$ cat src/hw/rtl/depth_to_color_map_core_assert.svh
// Assertion macros for the depth to color map core.
// Each macro assumes a clock named clk and a synchronous active high reset named rst.
`ifndef DEPTH_TO_COLOR_MAP_CORE_ASSERT_SVH
`define DEPTH_TO_COLOR_MAP_CORE_ASSERT_SVH

// The consequent must hold in the same cycle as the antecedent.
`define D2C_ASSERT_NOW(label, ante, cons, msg) \
  label: assert property (@(posedge clk) disable iff (rst) (ante) |-> (cons)) \
    else $error(msg);

// The consequent must hold in the cycle after the antecedent.
`define D2C_ASSERT_NEXT(label, ante, cons, msg) \
  label: assert property (@(posedge clk) disable iff (rst) (ante) |=> (cons)) \
    else $error(msg);

`endif

$ cat src/hw/rtl/d2c_pkg.sv
// Shared types and constants of the depth to color map core.
// No dependencies; every other RTL file of the core imports this package.
package d2c_pkg;

  localparam int SAMPLE_BITS_DEF = 16;
  localparam int REG_BITS        = 16;
  localparam int REG_INDEX_BITS  = 3;
  localparam int Q_BITS          = 11;
  localparam int CHAN_BITS       = 8;

  localparam logic [REG_INDEX_BITS-1:0] REG_MAP_MODE   = 3'd0;
  localparam logic [REG_INDEX_BITS-1:0] REG_GRAY_LOW   = 3'd1;
  localparam logic [REG_INDEX_BITS-1:0] REG_GRAY_HIGH  = 3'd2;
  localparam logic [REG_INDEX_BITS-1:0] REG_DEPTH_LOW  = 3'd3;
  localparam logic [REG_INDEX_BITS-1:0] REG_DEPTH_HIGH = 3'd4;

  // Full scale of the gray ramp and of the five-segment color ramp.
  localparam logic [Q_BITS-1:0] GRAY_FULL  = 11'd255;
  localparam logic [Q_BITS-1:0] COLOR_FULL = 11'd1275;

  // Upper ends of the first four color segments.
  localparam logic [Q_BITS-1:0] SEG_1 = 11'd255;
  localparam logic [Q_BITS-1:0] SEG_2 = 11'd510;
  localparam logic [Q_BITS-1:0] SEG_3 = 11'd765;
  localparam logic [Q_BITS-1:0] SEG_4 = 11'd1020;

  localparam logic [CHAN_BITS-1:0] CHAN_MAX = 8'hFF;

  typedef enum logic [1:0] {
    KIND_RAMP  = 2'd0,
    KIND_LOW   = 2'd1,
    KIND_HIGH  = 2'd2,
    KIND_BLACK = 2'd3
  } kind_t;

  typedef struct packed {
    logic  color;
    kind_t kind;
  } tag_t;

  typedef struct packed {
    logic                map_mode;
    logic [REG_BITS-1:0] gray_low;
    logic [REG_BITS-1:0] gray_high;
    logic [REG_BITS-1:0] depth_low;
    logic [REG_BITS-1:0] depth_high;
  } cfg_t;

  localparam cfg_t CFG_RESET = '{
    map_mode:   1'b1,
    gray_low:   16'd0,
    gray_high:  16'd200,
    depth_low:  16'd0,
    depth_high: 16'd7500
  };

  // Red sits in the lowest bits.
  typedef struct packed {
    logic [CHAN_BITS-1:0] blue;
    logic [CHAN_BITS-1:0] green;
    logic [CHAN_BITS-1:0] red;
  } pixel_t;

endpackage

$ cat src/hw/rtl/d2c_prep.sv
// Front end of the depth to color map core: range classification and scaled numerator.
// Two register stages; depends on d2c_pkg.
module d2c_prep #(
  parameter int SAMPLE_BITS = d2c_pkg::SAMPLE_BITS_DEF,
  localparam int CMP_BITS = (SAMPLE_BITS > d2c_pkg::REG_BITS) ? SAMPLE_BITS
                                                               : d2c_pkg::REG_BITS,
  localparam int NUM_BITS = CMP_BITS + d2c_pkg::Q_BITS
) (
  input  logic                 clk,
  input  logic                 rst,
  input  logic                 ce,
  input  logic                 in_valid,
  input  logic [SAMPLE_BITS-1:0] in_sample,
  input  d2c_pkg::cfg_t        cfg,
  output logic                 out_valid,
  output logic [NUM_BITS-1:0]  out_num,
  output logic [CMP_BITS-1:0]  out_den,
  output d2c_pkg::tag_t        out_tag
);
  import d2c_pkg::*;

  logic [CMP_BITS-1:0] v;
  logic [CMP_BITS-1:0] lo;
  logic [CMP_BITS-1:0] hi;
  kind_t               kind;

  logic                a_valid;
  tag_t                a_tag;
  logic [CMP_BITS-1:0] a_diff;
  logic [CMP_BITS-1:0] a_den;
  logic [Q_BITS-1:0]   full;

  always_comb begin
    v  = CMP_BITS'(in_sample);
    lo = cfg.map_mode ? CMP_BITS'(cfg.depth_low)  : CMP_BITS'(cfg.gray_low);
    hi = cfg.map_mode ? CMP_BITS'(cfg.depth_high) : CMP_BITS'(cfg.gray_high);
    // An empty range (high equal to low) scales to zero, which maps like a low sample.
    priority if (cfg.map_mode && v == '0) begin
      kind = KIND_BLACK;
    end else if (v < lo) begin
      kind = KIND_LOW;
    end else if (v > hi) begin
      kind = KIND_HIGH;
    end else if (hi == lo) begin
      kind = KIND_LOW;
    end else begin
      kind = KIND_RAMP;
    end
  end

  always_ff @(posedge clk) begin
    if (rst) begin
      a_valid <= 1'b0;
    end else if (ce) begin
      a_valid <= in_valid;
    end
  end

  always_ff @(posedge clk) begin
    if (ce) begin
      a_tag  <= '{color: cfg.map_mode, kind: kind};
      a_diff <= v - lo;
      a_den  <= hi - lo;
    end
  end

  assign full = a_tag.color ? COLOR_FULL : GRAY_FULL;

  always_ff @(posedge clk) begin
    if (rst) begin
      out_valid <= 1'b0;
    end else if (ce) begin
      out_valid <= a_valid;
    end
  end

  always_ff @(posedge clk) begin
    if (ce) begin
      out_num <= NUM_BITS'(a_diff) * NUM_BITS'(full);
      out_den <= a_den;
      out_tag <= a_tag;
    end
  end

endmodule

$ cat src/hw/rtl/d2c_div.sv
// Pipelined restoring divider of the depth to color map core, one quotient bit per stage.
// The quotient stays within the ramp's full scale only for ramp samples; depends on d2c_pkg.
module d2c_div #(
  parameter int WIDTH = d2c_pkg::REG_BITS,
  localparam int NUM_BITS = WIDTH + d2c_pkg::Q_BITS
) (
  input  logic                      clk,
  input  logic                      rst,
  input  logic                      ce,
  input  logic                      in_valid,
  input  logic [NUM_BITS-1:0]       in_num,
  input  logic [WIDTH-1:0]          in_den,
  input  d2c_pkg::tag_t             in_tag,
  output logic                      out_valid,
  output logic [d2c_pkg::Q_BITS-1:0] out_quo,
  output d2c_pkg::tag_t             out_tag
);
  import d2c_pkg::*;

  logic              vld [Q_BITS+1];
  logic [Q_BITS-1:0] quo [Q_BITS+1];
  tag_t              tag [Q_BITS+1];
  logic [WIDTH-1:0]  rem [Q_BITS];
  logic [Q_BITS-1:0] low [Q_BITS];
  logic [WIDTH-1:0]  den [Q_BITS];

  // For ramp samples the top bits of the numerator are below the divisor, as the quotient fits Q_BITS.
  assign vld[0] = in_valid;
  assign quo[0] = '0;
  assign tag[0] = in_tag;
  assign rem[0] = in_num[NUM_BITS-1:Q_BITS];
  assign low[0] = in_num[Q_BITS-1:0];
  assign den[0] = in_den;

  for (genvar k = 0; k < Q_BITS; k++) begin : g_step
    logic [WIDTH:0] trial;
    logic [WIDTH:0] diff;
    logic           fits;

    assign trial = {rem[k], low[k][Q_BITS-1]};
    assign diff  = trial - {1'b0, den[k]};
    assign fits  = trial >= {1'b0, den[k]};

    always_ff @(posedge clk) begin
      if (rst) begin
        vld[k+1] <= 1'b0;
      end else if (ce) begin
        vld[k+1] <= vld[k];
      end
    end

    always_ff @(posedge clk) begin
      if (ce) begin
        quo[k+1] <= {quo[k][Q_BITS-2:0], fits};
        tag[k+1] <= tag[k];
      end
    end

    if (k < Q_BITS - 1) begin : g_carry
      always_ff @(posedge clk) begin
        if (ce) begin
          rem[k+1] <= fits ? diff[WIDTH-1:0] : trial[WIDTH-1:0];
          low[k+1] <= {low[k][Q_BITS-2:0], 1'b0};
          den[k+1] <= den[k];
        end
      end
    end
  end

  assign out_valid = vld[Q_BITS];
  assign out_quo   = quo[Q_BITS];
  assign out_tag   = tag[Q_BITS];

endmodule

$ cat src/hw/rtl/d2c_ramp.sv
// Color stage of the depth to color map core: turns the scaled value into an RGB pixel.
// One register stage; depends on d2c_pkg.
module d2c_ramp (
  input  logic                       clk,
  input  logic                       rst,
  input  logic                       ce,
  input  logic                       in_valid,
  input  logic [d2c_pkg::Q_BITS-1:0] in_quo,
  input  d2c_pkg::tag_t              in_tag,
  output logic                       out_valid,
  output d2c_pkg::pixel_t            out_pixel
);
  import d2c_pkg::*;

  pixel_t px;

  always_comb begin
    px = '0;
    unique case (in_tag.kind)
      KIND_BLACK: begin
        px = '0;
      end
      KIND_LOW: begin
        if (in_tag.color) begin
          px.red = CHAN_MAX;
        end
      end
      KIND_HIGH: begin
        px.red  = CHAN_MAX;
        px.blue = CHAN_MAX;
        if (!in_tag.color) begin
          px.green = CHAN_MAX;
        end
      end
      KIND_RAMP: begin
        if (!in_tag.color) begin
          px.red   = in_quo[CHAN_BITS-1:0];
          px.green = in_quo[CHAN_BITS-1:0];
          px.blue  = in_quo[CHAN_BITS-1:0];
        end else begin
          priority if (in_quo <= SEG_1) begin
            px.red   = CHAN_MAX;
            px.green = in_quo[CHAN_BITS-1:0];
          end else if (in_quo <= SEG_2) begin
            px.red   = CHAN_BITS'(SEG_2 - in_quo);
            px.green = CHAN_MAX;
          end else if (in_quo <= SEG_3) begin
            px.green = CHAN_MAX;
            px.blue  = CHAN_BITS'(in_quo - SEG_2);
          end else if (in_quo <= SEG_4) begin
            px.green = CHAN_BITS'(SEG_4 - in_quo);
            px.blue  = CHAN_MAX;
          end else begin
            px.red   = CHAN_BITS'(in_quo - SEG_4);
            px.blue  = CHAN_MAX;
          end
        end
      end
    endcase
  end

  always_ff @(posedge clk) begin
    if (rst) begin
      out_valid <= 1'b0;
    end else if (ce) begin
      out_valid <= in_valid;
    end
  end

  always_ff @(posedge clk) begin
    if (ce) begin
      out_pixel <= px;
    end
  end

endmodule

$ cat src/hw/rtl/depth_to_color_map_core.sv
// Depth to color map core: one 16-bit camera sample in, one RGB888 pixel out per word.
// Throughput is one word per cycle while the skid register is free; the pipeline runs from the
// classification and multiply stages through the 11-stage divider (one quotient bit per stage)
// to the color stage, then the output register.
// Synchronous reset empties the pipeline and loads the register defaults; no clearing pass.
`include "depth_to_color_map_core_assert.svh"

module depth_to_color_map_core #(
  parameter int SAMPLE_BITS = d2c_pkg::SAMPLE_BITS_DEF
) (
  input  logic                                clk,
  input  logic                                rst,
  input  logic                                wr_en,
  input  logic [d2c_pkg::REG_INDEX_BITS-1:0]  wr_index,
  input  logic [d2c_pkg::REG_BITS-1:0]        wr_data,
  input  logic                                s_tvalid,
  output logic                                s_tready,
  // sample in the low SAMPLE_BITS bits, zero padded to whole bytes
  input  logic [((SAMPLE_BITS + 7) / 8) * 8 - 1:0] s_tdata,
  output logic                                m_tvalid,
  input  logic                                m_tready,
  // red [7:0], green [15:8], blue [23:16]
  output logic [3 * d2c_pkg::CHAN_BITS - 1:0] m_tdata
);
  import d2c_pkg::*;

  localparam int CMP_BITS = (SAMPLE_BITS > REG_BITS) ? SAMPLE_BITS : REG_BITS;
  localparam int NUM_BITS = CMP_BITS + Q_BITS;

  cfg_t                cfg;
  logic                ce;

  logic                f_valid;
  logic [NUM_BITS-1:0] f_num;
  logic [CMP_BITS-1:0] f_den;
  tag_t                f_tag;

  logic                d_valid;
  logic [Q_BITS-1:0]   d_quo;
  tag_t                d_tag;

  logic                p_valid;
  pixel_t              p_pixel;

  pixel_t              m_pixel;
  logic                skid_valid;
  pixel_t              skid_pixel;

  always_ff @(posedge clk) begin
    if (rst) begin
      cfg <= CFG_RESET;
    end else if (wr_en) begin
      unique case (wr_index)
        REG_MAP_MODE:   cfg.map_mode   <= wr_data[0];
        REG_GRAY_LOW:   cfg.gray_low   <= wr_data;
        REG_GRAY_HIGH:  cfg.gray_high  <= wr_data;
        REG_DEPTH_LOW:  cfg.depth_low  <= wr_data;
        REG_DEPTH_HIGH: cfg.depth_high <= wr_data;
        default: ;
      endcase
    end
  end

  // The whole pipeline moves while the skid register is free.
  assign ce       = !skid_valid;
  assign s_tready = ce;

  d2c_prep #(
    .SAMPLE_BITS(SAMPLE_BITS)
  ) u_prep (
    .clk       (clk),
    .rst       (rst),
    .ce        (ce),
    .in_valid  (s_tvalid),
    .in_sample (s_tdata[SAMPLE_BITS-1:0]),
    .cfg       (cfg),
    .out_valid (f_valid),
    .out_num   (f_num),
    .out_den   (f_den),
    .out_tag   (f_tag)
  );

  d2c_div #(
    .WIDTH(CMP_BITS)
  ) u_div (
    .clk       (clk),
    .rst       (rst),
    .ce        (ce),
    .in_valid  (f_valid),
    .in_num    (f_num),
    .in_den    (f_den),
    .in_tag    (f_tag),
    .out_valid (d_valid),
    .out_quo   (d_quo),
    .out_tag   (d_tag)
  );

  d2c_ramp u_ramp (
    .clk       (clk),
    .rst       (rst),
    .ce        (ce),
    .in_valid  (d_valid),
    .in_quo    (d_quo),
    .in_tag    (d_tag),
    .out_valid (p_valid),
    .out_pixel (p_pixel)
  );

  // Output register with a skid word behind it, so a stalled output does not stop intake
  // until a second word is waiting.
  always_ff @(posedge clk) begin
    if (rst) begin
      m_tvalid   <= 1'b0;
      skid_valid <= 1'b0;
    end else begin
      priority if (skid_valid) begin
        if (m_tready) begin
          m_tvalid   <= 1'b1;
          skid_valid <= 1'b0;
        end
      end else if (!m_tvalid || m_tready) begin
        m_tvalid <= p_valid;
      end else begin
        skid_valid <= p_valid;
      end
    end
  end

  always_ff @(posedge clk) begin
    priority if (skid_valid) begin
      if (m_tready) begin
        m_pixel <= skid_pixel;
      end
    end else if (!m_tvalid || m_tready) begin
      m_pixel <= p_pixel;
    end else begin
      skid_pixel <= p_pixel;
    end
  end

  assign m_tdata = m_pixel;

  `D2C_ASSERT_NOW(a_skid_behind_out, skid_valid, m_tvalid, "skid word held without an output word")
  `D2C_ASSERT_NEXT(a_stall_to_skid, m_tvalid && !m_tready && p_valid && !skid_valid, skid_valid, "stalled pixel was not kept in the skid register")
  `D2C_ASSERT_NEXT(a_skid_drains, skid_valid && m_tready, m_tvalid && !skid_valid, "skid word did not move to the output")

endmodule
$ cat config.mk
export PLATFORM = sky130hd
export DESIGN_NAME = depth_to_color_map_core
export DESIGN_NICKNAME = d
export VERILOG_FILES = /design/src/hw/rtl/d2c_pkg.sv /design/src/hw/rtl/d2c_prep.sv /design/src/hw/rtl/d2c_div.sv /design/src/hw/rtl/d2c_ramp.sv /design/src/hw/rtl/depth_to_color_map_core.sv
export VERILOG_INCLUDE_DIRS = /design/src /design/src/hw/rtl
export SDC_FILE = /design/constraint.sdc
export NUM_CORES = 2
export LEC_CHECK = 0
export BUFFER_PORTS_ARGS = -buffer_cell sky130_fd_sc_hd__buf_2
export CAP_MARGIN = 10
export CORE_MARGIN = 8
export CORE_UTILIZATION = 40
export CTS_CLUSTER_DIAMETER = 40
export CTS_CLUSTER_SIZE = 25
export DETAILED_ROUTE_END_ITERATION = 10
export GPL_TIMING_DRIVEN = 0
export PLACE_DENSITY_LB_ADDON = 0.25
export SLEW_MARGIN = 20
export SYNTH_ARGS = -nofsm -noshare
export SYNTH_HDL_FRONTEND = slang
export SYNTH_HIERARCHICAL = 1
export SYNTH_SLANG_ARGS = --single-unit
export TNS_END_PERCENT = 50
$ cat constraint.sdc
create_clock -name clk -period 15.15 [get_ports clk]
set_clock_uncertainty 0.1 [all_clocks]
set_input_delay 2.2725 -clock clk [delete_from_list [all_inputs] [get_ports clk]]
set_output_delay 2.2725 -clock clk [all_outputs]
set_load 0.1 [all_outputs]
== After elaboration in Yosys (flattened, before gate mapping) ==
Index checks and enable logic that the tools add are counted.
Storage, ports and cells
  register bits after elaboration: 708
  logic and storage cells: 201
  input port bits: 40
Operators by class
  magnitude comparators: 17
  reductions and logical operators: 16
  add/subtract/negate cells: 16
  multipliers: 1
  equality and inequality tests: 9
  bitwise operators: 2
  mux-type cells: 38
Operator list (count)
  16-bit two-way mux: 15
  16-bit subtractor: 12
  17-bit by 16-bit greater-or-equal comparator with 1-bit output: 11
  24-bit two-way mux: 4
  8-bit two-way mux: 7
  16-bit case mux with 2 select lines: 1
  8-bit case mux with 4 select lines: 1
  16-bit by 11-bit multiplier with 27-bit output: 1
  11-bit by 10-bit <= comparator with 1-bit output (second input constant): 2
  16-bit equality test: 1
  16-bit greater-than comparator: 1
  16-bit zero test: 1
  16-bit less-than comparator: 1
  8-bit subtractor (first input constant): 2
  8-bit subtractor (second input constant): 2
  2-bit AND reduction: 7
  11-bit by 8-bit <= comparator with 1-bit output (second input constant): 1
  11-bit by 9-bit <= comparator with 1-bit output (second input constant): 1
  11-bit two-way mux: 1
  1-bit two-way mux: 7
  3-bit by 2-bit equality test with 1-bit output (second input constant): 2
  2-bit equality test (second input constant): 2
  2-bit two-way mux: 2
  3-bit by 1-bit equality test with 1-bit output (second input constant): 1
  other kinds (11): 13

== Depth between registers and ports, before layout ==
  depth in word-level cells: 7
  mapped depth: 20

== By module ==
The synthesis kept the hierarchy.
By module, submodules not included
  d2c_div: sequential area each 14453.9 um2, cells each 1998, instances 1, area each 25346.8 um2
  d2c_prep: sequential area each 2472.4 um2, cells each 865, instances 1, area each 9132.5 um2
  depth_to_color_map_core: sequential area each 2782.7 um2, cells each 331, instances 1, area each 4465.5 um2
  d2c_ramp: sequential area each 740.7 um2, cells each 233, instances 1, area each 2030.7 um2

== Worst setup path before layout ==
Ideal clock, no wire load.
  path type: register -> output
  from: register skid_valid
  to: output s_tready
  stages on the path, launching flop included: 3
  slack: 454 ps
  path buffers: 1
  arrival: 12323 ps
  required time: 12778 ps
  cells stage by stage: dfxtp_1 buf_2 inv_1
Between the ends
  cells in the longest elaborated chain, start to end: 1
RTL lines
  start: declaration: RTL line depth_to_color_map_core.sv:46  | logic skid_valid;
  start signal: assignment: RTL line depth_to_color_map_core.sv:124  | skid_valid <= p_valid;
  1-bit zero test: RTL line depth_to_color_map_core.sv:65  | assign ce = !skid_valid;
  end: declaration: RTL line depth_to_color_map_core.sv:17  | output logic s_tready,
No other way between the ends.

== Worst setup path in the final report ==
  from: register u_prep/a_tag[2] (netlist bit)
  to: register, netlist name u_prep/out_num[23]
Between the ends
  cells in the longest elaborated chain, start to end: 2
RTL lines
  start: declaration: RTL line d2c_prep.sv:28  | tag_t a_tag;
  start signal: assignment: RTL line d2c_prep.sv:61  | a_tag <= '{color: cfg.map_mode, kind: kind};
  11-bit two-way mux: RTL line d2c_prep.sv:67  | assign full = a_tag.color ? COLOR_FULL : GRAY_FULL;
  16-bit by 11-bit multiplier with 27-bit output: RTL line d2c_prep.sv:79  | out_num <= NUM_BITS'(a_diff) * NUM_BITS'(full);
No other way between the ends.
A chain may end at the register's enable or synchronous reset.

==> results.md <==
* Outcome: completed
* Final WL at around 85,000 µm
* RSZ-0062 raised after global routing: no
* EDFF count, synth at 627
* Total die area at 0.1129 mm²
* Fillers at 9,279
* # port buffers at 65
* Clk_lat worst skew at between 0.6 and 0.7 ns
* Critical-path cell list: clkbuf_1, nor2_1, fa_1, fa_1, fa_1, fa_1, inv_1, fa_1, inv_1, ha_1, a21o_1, a221oi_1, o21ai_0, a221oi_1, o41ai_1, a21oi_1, xnor2_1
* Syn_nets at ~3,900
* Synthesized area per cell at 11.96 µm²
* Tcrit/Tclk final at 40.57%
* Via/cell ratio at approximately 5.1
* Crit Reg-Reg Startpoint: u_prep/a_tag[2]
* Post-Syn Instances at 3,427
* DRC violations left at 0
* Post-synth top cells: 627 x edfxtp_1, 390 x inv_1, 301 x ha_1
* Fraction of registers with async set/reset at 0%
* CP Buf/Inv Count at 3
* Max Root-Sink Buffers at 3
* Crit path from: u_prep/a_tag[2]
* CP Launch Type: flip-flop
* Sequential area share after synthesis at around 50%
* Worst reg-to-reg setup slack at around 9 ns
* # clock sinks at ~700
* Slowest CP cell: edfxtp_1
* Biggest cell delay along the critical path at 0.61 ns
* Synth top area share at between 40 and 50%
* GRT Util Overall at ~15%
* DR vias at ~26,000
* Final hold viol count at 0
* Count leader, synth: edfxtp_1
* DP Wirelength at 63,670 µm
* Synth top area cells: edfxtp_1 46%, ha_1 9.2%, fa_1 5.2%
* Post_cts resized at 0
* Capture point of the worst reg-to-reg path: u_prep/out_num[23]
* CP endpoint kind: flip-flop
* FF-to-FF path depth at 17
* Root buf cell: clkbuf_16
* Layout cell share with drive strength beyond 1 at between 10% and 20%
* CTS buffer count at 110
* Area of the multi-input gates at between 0.015 and 0.02 mm²
* H-Tree Depth at 3
* I/O pin cnt at 66
* Slew @ Worst Pin at 0.9004 ns
* Min Tclk post-route at just over 6 ns
* CTS Hold Bufs at 0
* Nets at 4,059
* Max_cap viols at 0
* CTS tree: done
* GRT met2 Usage at about a quarter
* Worst path required time at about 15 ns
* Relative slew margins at around two fifths
* Post-synth cell types at 99
* Syn-to-layout area delta at 15.02%
* Row count at 117
* First-pass GRT wire length at between 100,000 and 150,000 µm
* Yosys warns at 6
* Initial DRC Count at between 1,500 and 2,000
* Number of antenna diodes at 0
* Chip Height at ~340 µm
* Design area at ~0.047 mm²
* Clock Pin Slew Worst Setup and Hold Paths at roughly 0.060 ns
* Crit Path Class: flip-flop to flip-flop
* Die width at roughly 340 µm
* Critical path's top delay family: adder cells
* Min-Delay Endpoint: u_div/low[104]
* Worst Min Path Start: u_prep/out_num[4]
* Setup Viol. Count Final at 0
* Hold Path Class: flip-flop to flip-flop
* Largest net degree at the start of global routing at ~110
* DRT antenna net count at 0
* CP max FO at 10
* Avg WL per Cell at 16.79 µm
* Top Usage Layer GRT: met2
* Met1 Use GR at roughly a fifth
* Met3 track demand over resource at ~2.6%
* Initial antenna violation count at 0
* Hold Path Cell Cnt at 0
* Maximum clock rate at 0.1627 GHz
* Postcts setup bufs at 0
* Most frequent CP cell: fa_1
* FF+latch count, synth at approximately 700
* Cell area after placement at between 0.04 and 0.05 mm²
* Syn Std Cell Area at about 0.04 mm²
* GP Congestion at 0.8566
* First-pass DRT Iterations at 5
* Grt ovf at 0
* Vias in the first global route at 25,760
* Initial Utilization at between 40% and 50%
* Final-report max-slew violation count at 0
* Cell taking the most area after synthesis: edfxtp_1
* Arr. time, crit path at about 6.5 ns
* Main synth FF type: edfxtp_1
* Reg area at around 0.020 mm²
* Floorplan Core Area at 0.1017 mm²
[cell families after synthesis]
logic type                 count (synthesis)  share of synthesized area [%]
and+or+nand+nor                          714                          9.026
AOI/OAI and AO/OA                        709                          11.85
DFF                                      708                          49.91
buffers and inverters                    487                          4.944
adders and majority gates                408                          14.42
muxes                                    258                          6.794
xor gates and xnor gates                 143                          3.057
[placed cells by master, fill, tap and decap left out, drive strengths merged, types with 25 or more instances in the layout]
| cell type | instances |
|---|---|
| clkinv | 38 |
| nand2 | 140 |
| and3 | 34 |
| xnor2 | 107 |
| a21oi | 156 |
| nor2b | 43 |
| inv | 423 |
| fa | 107 |
| mux2 | 125 |
| nand4 | 34 |
| ha | 301 |
| a211oi | 27 |
| buf | 135 |
| and2 | 26 |
| o31ai | 29 |
| dfxtp | 81 |
| nand3 | 44 |
| o21a | 78 |
| nand2b | 106 |
| edfxtp | 627 |
| nor3 | 43 |
| o211ai | 31 |
| xor2 | 36 |
| clkbuf | 150 |
| o21ai | 144 |
| nor2 | 174 |
| mux2i | 133 |
| o31a | 25 |
| a21o | 58 |
[metal layers]
metal,vias up,wire [µm]
met5,-,0
met3,139,3497
li1,12930,-
met2,461,41510
met1,12370,38080
met4,0,2128
[final cells by class]
type	count	area share, %
timing repair buffer	72	1.014
multi-input combinational	2232	39.29
sequential	708	43.39
inverter	392	3.138
buffer	95	1.176
tap	1368	3.632
clock buffer	118	5.971
clock inverter	91	2.389
[worst max-delay path by stage]
| stage | depth (start not counted) | endpoint |
|---|---|---|
| final | 17 | u_prep/out_num[23] |
| after global routing | 17 | u_prep/out_num[23] |
| after CTS | 17 | u_prep/out_num[23] |
| after detailed placement | 17 | u_prep/out_num[23] |
| after global placement | 3 | s_tready |
| after floorplan | 2 | s_tready |
[per-stage QoR]
stage / setup slack, ns / hold slack [ns] / utilization [%] / setup TNS (ns) / instances
after floorplan: 0.4541 / 0.3003 / - / 0 / 3427
after CTS: 8.942 / 0.2766 / 46.32 / 0 / 5076
after global routing: 8.640 / 0.2893 / 46.32 / 0 / 5076
after global placement: -5.646 / 0.3004 / 42.28 / -1336.84 / 4860
after detailed placement: 9.010 / 0.3045 / 42.45 / 0 / 4867
final: 9.003 / 0.2910 / 46.32 / 0 / 5076
[sequential cells by signal (all words and copies together) (netlist names), 3 cells and up]
| register | cells |
|---|---|
| cfg | 65 |
| u_div/tag | 30 |
| m_tdata | 24 |
| u_prep/out_num | 27 |
| u_prep/out_den | 16 |
| u_prep/a_tag | 3 |
| skid_pixel | 24 |
| u_prep/a_diff | 16 |
| u_div/quo | 55 |
| u_ramp/out_pixel | 24 |
| u_div/g_step.trial | 170 |
| u_prep/a_den | 16 |
| u_div/den | 160 |
| u_div/vld | 10 |
| u_div/out_quo | 11 |
| u_div/low | 45 |
| u_prep/out_tag | 3 |
| u_div/out_tag | 3 |
Power is left out: the tool's default activity adds up to more than one toggle a clock period on the data nets, which glitch-free logic cannot reach.
